### config.mk
export PLATFORM = sky130hd
export DESIGN_NAME = memory_map_segment_coalescer_core
export DESIGN_NICKNAME = d
export VERILOG_FILES = /design/src/hdl/mmsc_pkg.sv /design/src/hdl/mmsc_classify.sv /design/src/hdl/memory_map_segment_coalescer_core.sv
export SDC_FILE = /design/constraint.sdc
export NUM_CORES = 1
export LEC_CHECK = 0
export BUFFER_PORTS_ARGS = -buffer_cell sky130_fd_sc_hd__clkbuf_2
export CAP_MARGIN = 20
export CORE_ASPECT_RATIO = 0.8
export CORE_MARGIN = 1
export CORE_UTILIZATION = 38
export CTS_BUF_LIST = sky130_fd_sc_hd__clkbuf_16
export DETAILED_ROUTE_END_ITERATION = 7
export HOLD_SLACK_MARGIN = 0.1
export PLACE_DENSITY_LB_ADDON = 0.15
export SLEW_MARGIN = 20
export SYNTH_ARGS = -nofsm -noshare
export SYNTH_HDL_FRONTEND = slang
export SYNTH_SLANG_ARGS = --single-unit
### constraint.sdc
create_clock -name clk_i -period 10.6 [get_ports clk_i]
set_clock_uncertainty 0.15 [all_clocks]
set_input_delay 0.53 -clock clk_i [delete_from_list [all_inputs] [get_ports clk_i]]
set_output_delay 0.53 -clock clk_i [all_outputs]
set_load 0.02 [all_outputs]
### src/hdl/mmsc_pkg.sv
// Shared types and constants for the memory map segment coalescer.
package mmsc_pkg;

  localparam int unsigned MaxSegmentsDef = 32;
  localparam int unsigned PageShift      = 12;
  localparam int unsigned AttrWbBit      = 3;
  localparam int unsigned SegIndexW      = 5;

  localparam int unsigned InTdataW  = 216;
  localparam int unsigned InTuserW  = 1;
  localparam int unsigned OutTdataW = 136;
  localparam int unsigned OutTuserW = 3;

  // UEFI memory types that the classifier maps explicitly
  localparam logic [31:0] MT_LOADER_CODE  = 32'd1;
  localparam logic [31:0] MT_LOADER_DATA  = 32'd2;
  localparam logic [31:0] MT_BS_CODE      = 32'd3;
  localparam logic [31:0] MT_BS_DATA      = 32'd4;
  localparam logic [31:0] MT_CONVENTIONAL = 32'd7;
  localparam logic [31:0] MT_ACPI_RECLAIM = 32'd9;
  localparam logic [31:0] MT_ACPI_NVS     = 32'd10;
  localparam logic [31:0] MT_PERSISTENT   = 32'd14;

  typedef enum logic [2:0] {
    CLS_MEMORY   = 3'd0,
    CLS_RESERVED = 3'd1,
    CLS_ACPI     = 3'd2,
    CLS_NVS      = 3'd3,
    CLS_PMEM     = 3'd4
  } seg_class_e;

  typedef enum logic {
    KIND_DESC   = 1'b0,
    KIND_FINISH = 1'b1
  } item_kind_e;

  typedef struct packed {
    item_kind_e  kind;
    logic [63:0] addr;
    logic [51:0] pages;
    logic [31:0] mem_type;
    logic        write_back;
  } in_beat_t;

endpackage

### src/hdl/mmsc_classify.sv
// Maps a UEFI memory type and write-back attribute onto an E820-style class.
module mmsc_classify (
  input  logic [31:0]             mem_type_i,
  input  logic                    write_back_i,
  output mmsc_pkg::seg_class_e    cls_o
);

  always_comb begin
    case (mem_type_i)
      mmsc_pkg::MT_LOADER_CODE,
      mmsc_pkg::MT_LOADER_DATA,
      mmsc_pkg::MT_BS_CODE,
      mmsc_pkg::MT_BS_DATA,
      mmsc_pkg::MT_CONVENTIONAL: begin
        cls_o = write_back_i ? mmsc_pkg::CLS_MEMORY : mmsc_pkg::CLS_RESERVED;
      end
      mmsc_pkg::MT_ACPI_RECLAIM: cls_o = mmsc_pkg::CLS_ACPI;
      mmsc_pkg::MT_ACPI_NVS:     cls_o = mmsc_pkg::CLS_NVS;
      mmsc_pkg::MT_PERSISTENT:   cls_o = mmsc_pkg::CLS_PMEM;
      default:                   cls_o = mmsc_pkg::CLS_RESERVED;
    endcase
  end

endmodule

### src/hdl/memory_map_segment_coalescer_core.sv
// Coalesces UEFI memory descriptors into E820-style segments; top level.
//
// Descriptor beats enter on s_axis, one per cycle sustained while no result
// beat is held on m_axis; a beat that produces a result waits while m_axis
// holds one that is not taken. Each beat is registered, then classified and
// compared against the pending segment combinationally, and the result beat
// is registered before it is presented on m_axis. The cycle is set by the
// 64-bit end-address add and the 64-bit contiguity compare. A descriptor
// that continues the pending segment with the same class produces no beat;
// a break emits the pending segment. Once MaxSegments segments are out,
// descriptors are dropped until a finish beat (tuser = 1), which always answers
// with one beat (the last segment, the overflow flag or neither) and clears all state.
module memory_map_segment_coalescer_core #(
  parameter int unsigned MaxSegments = mmsc_pkg::MaxSegmentsDef
) (
  input  logic                           clk_i,
  input  logic                           rst_ni,
  input  logic                           s_axis_tvalid,
  output logic                           s_axis_tready,
  // [63:0] phys_addr, [115:64] page_count, [147:116] mem_type,
  // [211:148] attributes, [215:212] zero
  input  logic [mmsc_pkg::InTdataW-1:0]  s_axis_tdata,
  // [0] kind
  input  logic [mmsc_pkg::InTuserW-1:0]  s_axis_tuser,
  output logic                           m_axis_tvalid,
  input  logic                           m_axis_tready,
  // [63:0] seg_addr, [127:64] seg_size, [130:128] seg_class, [135:131] seg_index
  output logic [mmsc_pkg::OutTdataW-1:0] m_axis_tdata,
  // [0] seg_valid, [1] final_res, [2] overflow
  output logic [mmsc_pkg::OutTuserW-1:0] m_axis_tuser
);

  localparam int unsigned CntW = $clog2(MaxSegments + 1);
  localparam logic [CntW-1:0] MaxCnt = CntW'(MaxSegments);

  // input register
  logic               in_vld_q;
  mmsc_pkg::in_beat_t in_q;
  logic               fire;

  // coalescing state
  logic [63:0]          pend_start_q, pend_start_d;
  logic [63:0]          pend_end_q, pend_end_d;
  logic [63:0]          pend_size_q, pend_size_d;
  mmsc_pkg::seg_class_e pend_cls_q, pend_cls_d;
  logic                 have_pend_q, have_pend_d;
  logic [CntW-1:0]      seg_cnt_q, seg_cnt_d;
  logic                 limit_hit_q, limit_hit_d;

  // result register
  logic                 out_vld_q;
  logic                 res_seg_vld_q, res_fin_q, res_ovf_q;
  logic [63:0]          res_addr_q, res_size_q;
  mmsc_pkg::seg_class_e res_cls_q;
  logic [mmsc_pkg::SegIndexW-1:0] res_idx_q;

  // step outputs
  logic                 has_res;
  logic                 r_seg_vld, r_fin, r_ovf;
  logic [63:0]          r_addr, r_size;
  mmsc_pkg::seg_class_e r_cls;
  logic [mmsc_pkg::SegIndexW-1:0] r_idx;

  mmsc_pkg::seg_class_e cls;
  logic [63:0]          desc_size, desc_end;
  logic                 contiguous;
  logic [CntW-1:0]      cnt_inc;
  logic [CntW+mmsc_pkg::SegIndexW-1:0] cnt_ext;
  logic                 out_free;

  assign out_free      = !out_vld_q || m_axis_tready;
  assign fire          = in_vld_q && (!has_res || out_free);
  assign s_axis_tready = !in_vld_q || fire;

  always_ff @(posedge clk_i or negedge rst_ni) begin
    if (!rst_ni) begin
      in_vld_q <= 1'b0;
    end else if (s_axis_tready) begin
      in_vld_q <= s_axis_tvalid;
    end
  end

  always_ff @(posedge clk_i) begin
    if (s_axis_tvalid && s_axis_tready) begin
      in_q.kind       <= mmsc_pkg::item_kind_e'(s_axis_tuser[0]);
      in_q.addr       <= s_axis_tdata[63:0];
      in_q.pages      <= s_axis_tdata[115:64];
      in_q.mem_type   <= s_axis_tdata[147:116];
      in_q.write_back <= s_axis_tdata[148 + mmsc_pkg::AttrWbBit];
    end
  end

  mmsc_classify u_classify (
    .mem_type_i   (in_q.mem_type),
    .write_back_i (in_q.write_back),
    .cls_o        (cls)
  );

  assign desc_size  = {in_q.pages, {mmsc_pkg::PageShift{1'b0}}};
  assign desc_end   = in_q.addr + desc_size;
  assign contiguous = (pend_cls_q == cls) && (pend_end_q == in_q.addr);
  assign cnt_inc    = seg_cnt_q + 1'b1;
  assign cnt_ext    = {{mmsc_pkg::SegIndexW{1'b0}}, seg_cnt_q};

  always_comb begin
    pend_start_d = pend_start_q;
    pend_end_d   = pend_end_q;
    pend_size_d  = pend_size_q;
    pend_cls_d   = pend_cls_q;
    have_pend_d  = have_pend_q;
    seg_cnt_d    = seg_cnt_q;
    limit_hit_d  = limit_hit_q;
    has_res      = 1'b0;
    r_seg_vld    = 1'b0;
    r_fin        = 1'b0;
    r_ovf        = 1'b0;
    r_addr       = '0;
    r_size       = '0;
    r_cls        = mmsc_pkg::CLS_MEMORY;
    r_idx        = '0;
    if (in_q.kind == mmsc_pkg::KIND_FINISH) begin
      has_res = 1'b1;
      r_fin   = 1'b1;
      if (have_pend_q && !limit_hit_q && (seg_cnt_q < MaxCnt)) begin
        r_seg_vld = 1'b1;
        r_addr    = pend_start_q;
        r_size    = pend_size_q;
        r_cls     = pend_cls_q;
        r_idx     = cnt_ext[mmsc_pkg::SegIndexW-1:0];
      end else if (limit_hit_q) begin
        r_ovf = 1'b1;
      end
      pend_start_d = '0;
      pend_end_d   = '0;
      pend_size_d  = '0;
      pend_cls_d   = mmsc_pkg::CLS_MEMORY;
      have_pend_d  = 1'b0;
      seg_cnt_d    = '0;
      limit_hit_d  = 1'b0;
    end else if (!limit_hit_q) begin
      if (have_pend_q && contiguous) begin
        pend_end_d  = desc_end;
        pend_size_d = pend_size_q + desc_size;
      end else begin
        if (have_pend_q) begin
          has_res   = 1'b1;
          r_seg_vld = 1'b1;
          r_addr    = pend_start_q;
          r_size    = pend_size_q;
          r_cls     = pend_cls_q;
          r_idx     = cnt_ext[mmsc_pkg::SegIndexW-1:0];
          seg_cnt_d = cnt_inc;
        end
        if (have_pend_q && (cnt_inc >= MaxCnt)) begin
          // table full: this descriptor is dropped with the rest
          limit_hit_d = 1'b1;
          have_pend_d = 1'b0;
        end else begin
          pend_start_d = in_q.addr;
          pend_end_d   = desc_end;
          pend_size_d  = desc_size;
          pend_cls_d   = cls;
          have_pend_d  = 1'b1;
        end
      end
    end
  end

  always_ff @(posedge clk_i or negedge rst_ni) begin
    if (!rst_ni) begin
      pend_start_q <= '0;
      pend_end_q   <= '0;
      pend_size_q  <= '0;
      pend_cls_q   <= mmsc_pkg::CLS_MEMORY;
      have_pend_q  <= 1'b0;
      seg_cnt_q    <= '0;
      limit_hit_q  <= 1'b0;
    end else if (fire) begin
      pend_start_q <= pend_start_d;
      pend_end_q   <= pend_end_d;
      pend_size_q  <= pend_size_d;
      pend_cls_q   <= pend_cls_d;
      have_pend_q  <= have_pend_d;
      seg_cnt_q    <= seg_cnt_d;
      limit_hit_q  <= limit_hit_d;
    end
  end

  always_ff @(posedge clk_i or negedge rst_ni) begin
    if (!rst_ni) begin
      out_vld_q <= 1'b0;
    end else if (fire && has_res) begin
      out_vld_q <= 1'b1;
    end else if (m_axis_tready) begin
      out_vld_q <= 1'b0;
    end
  end

  always_ff @(posedge clk_i) begin
    if (fire && has_res) begin
      res_seg_vld_q <= r_seg_vld;
      res_fin_q     <= r_fin;
      res_ovf_q     <= r_ovf;
      res_addr_q    <= r_addr;
      res_size_q    <= r_size;
      res_cls_q     <= r_cls;
      res_idx_q     <= r_idx;
    end
  end

  assign m_axis_tvalid = out_vld_q;
  assign m_axis_tdata  = {res_idx_q, res_cls_q, res_size_q, res_addr_q};
  assign m_axis_tuser  = {res_ovf_q, res_fin_q, res_seg_vld_q};

  a_limit_no_pend: assert property (@(posedge clk_i) disable iff (!rst_ni)
    limit_hit_q |-> !have_pend_q)
    else $error("pending segment held after segment limit");

  a_cnt_bound: assert property (@(posedge clk_i) disable iff (!rst_ni)
    seg_cnt_q <= MaxCnt)
    else $error("segment count beyond limit");

  a_finish_clears: assert property (@(posedge clk_i) disable iff (!rst_ni)
    (fire && (in_q.kind == mmsc_pkg::KIND_FINISH))
      |=> (seg_cnt_q == '0) && !have_pend_q && !limit_hit_q)
    else $error("finish beat did not clear coalescing state");

  a_ovf_only_final: assert property (@(posedge clk_i) disable iff (!rst_ni)
    (out_vld_q && res_ovf_q) |-> (res_fin_q && !res_seg_vld_q))
    else $error("overflow flag on a non-final or segment-carrying beat");

  a_empty_fields_zero: assert property (@(posedge clk_i) disable iff (!rst_ni)
    (out_vld_q && !res_seg_vld_q)
      |-> (res_addr_q == '0) && (res_size_q == '0) && (res_idx_q == '0))
    else $error("segment fields not zero on an empty result beat");

endmodule

## Yosys cells after proc, flatten, opt, wreduce, memory -nomap -nowiden

Cells that the tools add are included.

| word-level totals | value |
|---|---|
| bits in registers | 494 |
| bits of input ports | 221 |
| word-level logic and storage cells | 124 |

| operators by class | value |
|---|---|
| multiplexer cells | 60 |
| add/subtract/negate cells | 3 |
| reductions and logical operators | 23 |
| equal/unequal tests | 14 |
| magnitude comparators | 2 |
| bitwise operators | 1 |

Operator list:

| operator | count |
|---|---|
| 64-bit two-way mux | 22 |
| 64-bit adder | 2 |
| 32-bit by 4-bit == test with 1-bit output, second input constant | 3 |
| 32-bit by 2-bit == test with 1-bit output, second input constant | 2 |
| 32-bit by 3-bit == test with 1-bit output, second input constant | 2 |
| 64-bit == test | 1 |
| 32-bit by 1-bit == test with 1-bit output, second input constant | 1 |
| 3-bit two-way mux | 9 |
| 5-bit two-way mux | 5 |
| 6-bit two-way mux | 4 |
| 1-bit two-way mux | 19 |
| 3-bit one-hot mux with 4 select lines | 1 |
| 1-bit logical AND | 8 |
| 4-bit AND reduction | 2 |
| 6-bit by 1-bit adder with 6-bit output, second input constant | 1 |
| 6-bit greater-or-equal comparator, second input constant | 1 |
| 6-bit less-than comparator, second input constant | 1 |
| 2-bit inequality test, second input constant | 3 |
| 3-bit AND reduction | 2 |
| 5-bit OR reduction | 1 |
| 1-bit logical NOT | 4 |
| 2-bit nonzero test | 2 |
| 3-bit == test | 1 |
| 1-bit logical OR | 3 |
| other kinds (3) | 3 |

## Longest topological paths before layout

Gate-level depths: netlist of run 1.

| depth | value |
|---|---|
| depth after elaboration | 14 |
| depth in mapped cells | 15 |

## By module

From an unflattened synthesis of run 1, not the netlist that was laid out.

| unflattened totals | value |
|---|---|
| cells, all modules | 2077 |
| area total of the unflattened synthesis | 23471.3 um^2 |

By module, submodules not included:

| module | cells each | times used | seq. area each (um^2) | area an instance (um^2) |
|---|---|---|---|---|
| memory_map_segment_coalescer_core | 2054 | 1 | 13177.6 | 23314.9 |
| mmsc_classify | 23 | 1 | 0.0 | 156.4 |

## Worst setup path before layout of run 1

OpenSTA, ideal clock, no wires.

| timing | value |
|---|---|
| kind | reg2reg |
| start | register in_q[2] in the netlist's numbering |
| end | register in_q (netlist bit desc_size[12]) (enable) |
| data arrival time | 5.720 ns |
| path buffers | 1 |
| cell stages (with the launch flop) | 12 |
| required time | 9.923 ns |
| setup slack | 4.203 ns |
| path through | edfxtp_1 buf_2 mux2i_1 a22o_1 a211o_1 nand2_1 xor2_1 or3_4 a31o_1 nor2b_1 nand2_1 and2_1 |

| between the ends | value |
|---|---|
| word-level cells in the longest chain between the ends | 14 |
| elaborated cells between the ends (all ways) | 21 |
| those cells by class | 9 x eq/ne; 4 x mux; 8 x reduce/logical |

Ends and longest elaborated chain:

| item | line | source |
|---|---|---|
| start: declaration | memory_map_segment_coalescer_core.sv:38 | `mmsc_pkg::in_beat_t in_q;` |
| 32-bit by 1-bit == test with 1-bit output, or another cell as far along | mmsc_classify.sv:9 | `case (mem_type_i)` |
| 5-bit OR reduction | mmsc_classify.sv:9 |  |
| 3-bit one-hot mux with 4 select lines (*) | mmsc_classify.sv:9 |  |
| 3-bit == test (*) | memory_map_segment_coalescer_core.sv:101 | `assign contiguous = (pend_cls_q == cls) && (pend_end_q == in_q.addr);` |
| 1-bit logical AND (*) | memory_map_segment_coalescer_core.sv:101 |  |
| 1-bit logical AND (*) | memory_map_segment_coalescer_core.sv:141 | `if (have_pend_q && contiguous) begin` |
| 1-bit two-way mux (*) | memory_map_segment_coalescer_core.sv:141 |  |
| 1-bit two-way mux (*) | memory_map_segment_coalescer_core.sv:140 | `end else if (!limit_hit_q) begin` |
| 1-bit two-way mux (*) | memory_map_segment_coalescer_core.sv:121 | `if (in_q.kind == mmsc_pkg::KIND_FINISH) begin` |
| 1-bit logical NOT (*) | memory_map_segment_coalescer_core.sv:72 | `assign fire = in_vld_q && (!has_res \|\| out_free);` |
| 1-bit logical OR (*) | memory_map_segment_coalescer_core.sv:72 |  |
| 1-bit logical AND (*) | memory_map_segment_coalescer_core.sv:72 |  |
| 1-bit logical OR (*) | memory_map_segment_coalescer_core.sv:73 | `assign s_axis_tready = !in_vld_q \|\| fire;` |
| via s_axis_tready | memory_map_segment_coalescer_core.sv:19 | `output logic s_axis_tready,` |
| 1-bit logical AND (*) | memory_map_segment_coalescer_core.sv:84 | `if (s_axis_tvalid && s_axis_tready) begin` |

The timed path passes the listed nets; every way through them passes the cells marked *.
A chain may end at the register's enable or synchronous reset.

## Final worst setup path of run 1

| timing | value |
|---|---|
| start | register in_q[143] in the netlist's numbering |
| end | register in_q (netlist bit desc_size[31]) (enable) |

| between the ends | value |
|---|---|
| word-level cells in the longest chain between the ends | 11 |

Ends and longest elaborated chain:

| item | line |
|---|---|
| 64-bit == test | memory_map_segment_coalescer_core.sv:101 |
| 1-bit logical AND | memory_map_segment_coalescer_core.sv:101 |
| 1-bit logical AND | memory_map_segment_coalescer_core.sv:141 |
| 1-bit two-way mux | memory_map_segment_coalescer_core.sv:141 |
| 1-bit two-way mux | memory_map_segment_coalescer_core.sv:140 |
| 1-bit two-way mux | memory_map_segment_coalescer_core.sv:121 |
| 1-bit logical NOT | memory_map_segment_coalescer_core.sv:72 |
| 1-bit logical OR | memory_map_segment_coalescer_core.sv:72 |
| 1-bit logical AND | memory_map_segment_coalescer_core.sv:72 |
| 1-bit logical OR | memory_map_segment_coalescer_core.sv:73 |
| 1-bit logical AND | memory_map_segment_coalescer_core.sv:84 |

Every way passes these cells.

==> impl_metrics.tcl, run 1 <==
set metrics [dict create \
    dieArea_um2 61880 \
    timing.rr.end "desc_size[31]" \
    dr.first_iter.drc_count 1108 \
    rrSetupSlack_ns 5.73 \
    synth.top_cell.area_share_pct 36.08 \
    critical_path_class "register to register" \
    worst-path-buf-inv 1 \
    p_leak_nw 12.11 \
    fin_hold_ws_ns 0.1886 \
    clk_pin_slew_ns 0.06 \
    overflow 0 \
    rr_worst_depth 10 \
    rsz0062_at_grt "false" \
    critPathLaunch "in_q[143]" \
    ys_ff_latch 471 \
    postCtsHoldBufs 152 \
    max-clock-path-buffers 3 \
    synth_common_cells "edfxtp_1, dfrtp_1, nand2_1" \
    hp-class "primary input to register" \
    nets 2672 \
    n_antenna_cell 0 \
    max-vdd-ir-drop_mv 0.1239 \
    vias 16690 \
    core.rowCount 80 \
    critPathTopFamily "simple AND/OR/NAND/NOR gates" \
    synth_area_um2 23140 \
    setup-tns-final_ns 0 \
    worst_setup_path_start_kind "register" \
    yosysSeqAreaShare_pct 56.95 \
    yosys.cell_types.count 88 \
    relSlewSlack_pct 36.06 \
    cp_slowest_stage_delay_ns 0.72 \
    h-tree-depth 2 \
    synthFlopType "edfxtp_1" \
    via_per_inst 5.270 \
    start_util_pct 38.65 \
    grt_pass1_vias 16710 \
    drc 0 \
    max_freq_mhz 205.2 \
    io_buffers 294 \
    drt-total-wl_um 64560 \
    cellPowerDensity_nw_per_um2 198.2 \
    cts_root_buf "clkbuf_16" \
    max_cap_violations 0 \
    tightest_slew_ns 0.9591 \
    syn_to_final_growth_pct 22.50 \
    clk-insertion-delay-late_ns 0.61 \
    avgSynthCellArea_um2 11.97 \
    grt_pass1_wl_um 98150 \
    core_um2 59860 \
    cp.required_ns 10.67 \
    crit_cells 10 \
    wire_per_inst_um 20.39 \
    antenna_found_initial 1 \
    yosysMostFrequentCell "edfxtp_1" \
    synthCells 1933 \
    numCtsBuffers 50 \
    final_max_slew_viol_count 0 \
    post-route-period-util_pct 45.98 \
    ctsResizeCount 0 \
    reg2reg_from "in_q[143]" \
    dp_cells 2921 \
    place.gp.congestion 0.9016 \
    layout.cells.non_filler 3167 \
    synth_area_leaders "edfxtp_1, dfrtp_1, ha_1" \
    dieWidth_um 277.9 \
    hpwlAfterDp_um 45170 \
    yosysTopAreaCell "edfxtp_1" \
    finalHoldViolCount 0 \
    dr.pass1.iters 5 \
    setup_viol 0 \
    crit_path_end "desc_size[31]" \
    grt_max_degree 87 \
    syn_nets 2259 \
    cp_cell_sequence "xnor2_1 > nand4_1 > nor4_1 > nand4_1 > or3_4 > a31o_1 > nor2b_1 > nand2_1 > and2_4 > buf_4" \
    ioPinCount 362 \
    antenna_left 0 \
    cts.sinks 471 \
    cts_tree "yes" \
    layout-drive-gt1-share_pct 17.50 \
    crit_top_cell "nand4_1" \
    status "complete, no violations" \
    post-cts-setup-buffers 0 \
    worst_setup_path_end_kind "register" \
    synthArstFlopShare_pct 40.98 \
    slowest_stage "buf_4" \
    worstPathMaxFanout 59 \
    grt_usage_pct 20.67 \
    die_y_um 222.7 \
    yosysWarnings 0 \
    critPathArrivalTime_ns 4.94 \
    synth_edf_count 278 \
    period_minus_slack_ns 4.874 \
]
==> through the flow <==
| step | area, µm² | utilization, % | power [W] | setup slack, ns |
|---|---|---|---|---|
| 2_1_floorplan | 23140 | - | 0.003465 | 4.203 |
| 3_3_place_gp | 25240 | 42.16 | 0.003875 | 5.864 |
| 3_5_place_dp | 25240 | 42.16 | 0.003901 | 5.819 |
| 4_1_cts | 28340 | 47.35 | 0.005674 | 5.805 |
| 5_1_grt | 28340 | 47.35 | 0.005916 | 5.513 |
| 6_report | 28340 | 47.35 | 0.005617 | 5.726 |
==> kinds of logic (layout without fill, tap and decap cells) <==
group / after synthesis / in the layout / synth area share [%]
AOI/OAI and AO/OA: 539 / 539 / 15.88
and+or+nand+nor: 499 / 499 / 11.43
DFF: 471 / 471 / 56.95
xor gates and xnor gates: 158 / 158 / 5.981
buffers and inverters: 132 / 587 / 2.661
adders and majority gates: 105 / 105 / 5.743
muxes: 28 / 28 / 1.341
other: 1 / 1 / 0.01621
==> sequential cells by signal (all words and copies together) (netlist names), 3 cells and up <==
name	cells
res_cls_q	3
in_q	98
res_idx_q	5
pend_cls_q	3
res_addr_q	64
pend_end_q	64
pend_size_q	52
pend_start_q	64
desc_size	52
res_size_q	53
seg_cnt_q	6
==> worst min path at each step <==
stage / start / end / slack [ns] / cells after the start
after floorplan: rst_ni / have_pend_q / 0.08 / 0
after global placement: pend_start_q[5] / pend_start_q[5] / 0.32 / 1
after detailed placement: pend_start_q[6] / pend_start_q[6] / 0.32 / 1
after CTS: m_axis_tready / m_axis_tvalid / 0.16 / 3
after global routing: m_axis_tready / m_axis_tvalid / 0.18 / 3
final: m_axis_tready / m_axis_tvalid / 0.19 / 3
==> power by group <==
part           switching (W)  leakage, nW  internal, W
registers           0.000203         5.22      0.00226
clock network       0.000760        0.817     0.000942
logic               0.000853         6.08     0.000601
total                0.00182         12.1      0.00380
==> area by class of cell <==
cell class | count | area (µm²)
Tap cell | 779 | 974.7
Fill cell | 5549 | 31510
Inverter | 33 | 128.9
Multi-Input combinational cell | 1330 | 9371
Clock inverter | 44 | 332.8
Clock buffer | 50 | 1251
Timing Repair Buffer | 460 | 3107
Sequential cell | 471 | 13180
==> placed cells by master (no fill, tap or decap), drive strengths merged, types with 5 or more instances in the layout <==
cell / instances
dfrtp: 193
or3: 5
xnor2: 110
nand2: 146
mux2: 24
o31ai: 16
ha: 103
a21o: 59
and2: 131
xor2: 48
a22oi: 11
edfxtp: 278
clkbuf: 344
dlygate4sd3: 152
or2: 7
a21oi: 104
o41ai: 7
buf: 14
and3: 10
nand2b: 17
o21bai: 21
a22o: 92
o21ai: 143
inv: 48
a31oi: 12
a221oi: 7
nor3: 19
clkinv: 24
nand3b: 6
o21a: 7
a211oi: 12
nand4: 28
nor3b: 5
a221o: 6
nor2b: 26
nor2: 48
nor4: 14
nand3: 28
==> worst min-delay path: cells and delay by family <==
| family | cells | cell delay, ns |
|---|---|---|
| buf+inv | 1 | 0.08 |
| simple gates | 2 | 0.27 |
==> routing by layer <==
layer / wire length, µm / global-route usage (%) / up-vias
met5: 0 / 0 / -
met4: 1829 / 6.648 / 0
met3: 3283 / 3.365 / 106
met2: 30650 / 34.16 / 434
met1: 28800 / 27.71 / 8168
li1: - / - / 7981
Power figures use the tool's default switching activity.
==> run 2, diff against run 1 <==
==> constraint.sdc (replaced) <==
create_clock -name clk_i -period 4.3 [get_ports clk_i]
set_clock_uncertainty 0.15 [all_clocks]
set_input_delay 0.215 -clock clk_i [delete_from_list [all_inputs] [get_ports clk_i]]
set_output_delay 0.215 -clock clk_i [all_outputs]
set_load 0.02 [all_outputs]
==> impl_metrics.tcl, run 2 (same netlist as run 1, synthesis figures left out) <==
set metrics [dict create \
    io_buffers 294 \
    numCtsBuffers 49 \
    mostFrequentLayoutCells "clkbuf_2, edfxtp_1, dfrtp_1" \
    grt_pass1_vias 16900 \
    cts_tree "yes" \
    reg2reg_from "desc_size[12]" \
    fin_ws_ns 0.1639 \
    dr.first_iter.drc_count 1111 \
    vias 16760 \
    grt_usage_pct 21.26 \
    nets 2688 \
    fin_hold_ws_ns 0.1008 \
    clk_pin_slew_ns 0.07 \
    place.gp.congestion 0.9159 \
    grt_max_degree 90 \
    n_antenna_cell 0 \
    worstPathMaxFanout 3 \
    final_common_cell "clkbuf_2" \
    max-vdd-ir-drop_mv 0.3122 \
    regArea_um2 13180 \
    hpwlAfterDp_um 46790 \
    fill_cells 5457 \
    cellPowerDensity_nw_per_um2 484.5 \
    relSlewSlack_pct 36.31 \
    finalHoldViolCount 0 \
    rrSetupSlack_ns 0.16 \
    core_um2 59860 \
    worst_setup_path_end_kind "register" \
    post-route-period-util_pct 96.19 \
    cp.required_ns 4.63 \
    setup_viol 0 \
    drt-total-wl_um 65930 \
    via_per_inst 5.266 \
    h-tree-depth 2 \
    critPathArrivalTime_ns 4.47 \
    critical_path_class "register to register" \
    cts_root_buf "clkbuf_16" \
    syn_to_final_growth_pct 23.38 \
    final_max_slew_viol_count 0 \
    multi_input_area_um2 9397 \
    core.rowCount 80 \
    top_register "in_q" \
    dp_slack_ns 0.2523 \
    status "complete, no violations" \
    max_cap_violations 0 \
    layout-drive-gt1-share_pct 17.94 \
    worst_setup_path_start_kind "register" \
    max_freq_mhz 241.8 \
    final_util_pct 47.69 \
    period_minus_slack_ns 4.136 \
    hp-class "primary input to async pin" \
    rr_worst_depth 15 \
    p_leak_nw 12.20 \
    drc 0 \
    finalPower_w 0.01383 \
    largest_reg_flops 98 \
    clk-insertion-delay-late_ns 0.61 \
    antenna_found_initial 1 \
    tightest_slew_ns 0.9553 \
    wire_per_inst_um 20.72 \
    start_util_pct 38.65 \
    dieArea_um2 61880 \
    overflow 0 \
    grt_pass1_wl_um 100800 \
    die_y_um 222.7 \
    dieWidth_um 277.9 \
    cts.sinks 471 \
    ioPinCount 362 \
    antenna_left 0 \
    max-clock-path-buffers 3 \
    timing.rr.end "pend_size_q[62]" \
    dr.pass1.iters 5 \
    rsz0062_at_grt "false" \
]
[run 2: cell types whose count changed in the layout (fill, tap and decap cells not counted), sizes merged]
cell,before,now
buf,14,29
clkinv,24,19
clkinvlp,2,6
dlygate4sd3,152,154
bufinv,3,2
clkbuf,344,343
inv,48,49
[run 2: final cells by class]
class / instances / share of cell area [%]
well taps: 779 / 3.414
multi-input cells: 1330 / 32.92
clock inverters: 43 / 1.113
repair buffers: 477 / 11.65
inverters: 33 / 0.4471
flip-flops and latches: 471 / 46.16
clock buffers: 49 / 4.295
[run 2: how the worst max path moves through the flow]
stage | endpoint | slack, ns | depth (start not counted) | startpoint
global route | pend_size_q[62] | 0.01 | 15 | desc_size[12]
finish | pend_size_q[62] | 0.16 | 15 | desc_size[12]
CTS | s_axis_tready | 0.18 | 9 | in_q[143]
global placement | in_q[103] | 0.25 | 10 | in_q[143]
detailed placement | in_q[103] | 0.25 | 10 | in_q[143]
floorplan | res_addr_q[0] | -0.22 | 11 | in_q[2]
[run 2: critical path, cell delays in order (launching register included)]
cell and delay (ns):
edfxtp_1 0.39, ha_1 0.23, inv_1 0.07, fa_1 0.39, nand2b_1 0.18, a21oi_1 0.28, o21ai_1 0.19, o21bai_1 0.33
a221o_1 0.31, a21o_1 0.20, nand3_1 0.19, a2111o_1 0.50, nand3_1 0.10, and4b_1 0.20, a21oi_1 0.04, o31ai_1 0.26
[run 2: what timing repair did]
| action | CTS | global route |
|---|---|---|
| setup endpoints to repair | 0 | 5 |
| hold buffers | 154 | 0 |
| hold endpoints to repair | 246 | 0 |
| buffers inserted | 0 | 0 |
| gates resized for setup | 0 | 3 |
[run 2: layer usage]
metal / up-vias / routed length [µm] / GRT usage, %
li1: 8032 / - / -
met1: 8221 / 29590 / 28.59
met2: 416 / 31680 / 35.61
met3: 89 / 3330 / 3.807
met4: 0 / 1325 / 4.901
met5: - / 0 / 0
[run 2: per-stage QoR]
step	instances	cell area (µm²)	TNS [ns]
global placement	2936	25450	0
CTS	3182	28540	0
detailed placement	2936	25450	0
global route	3182	28550	0
floorplan	1933	23170	-27.99
finish	3182	28550	0
[run 2: report_power, final]
part           internal [W]  switching [W]  total (W)
clock network       0.00222        0.00190    0.00412
logic               0.00152        0.00212    0.00364
registers           0.00556       0.000509    0.00607
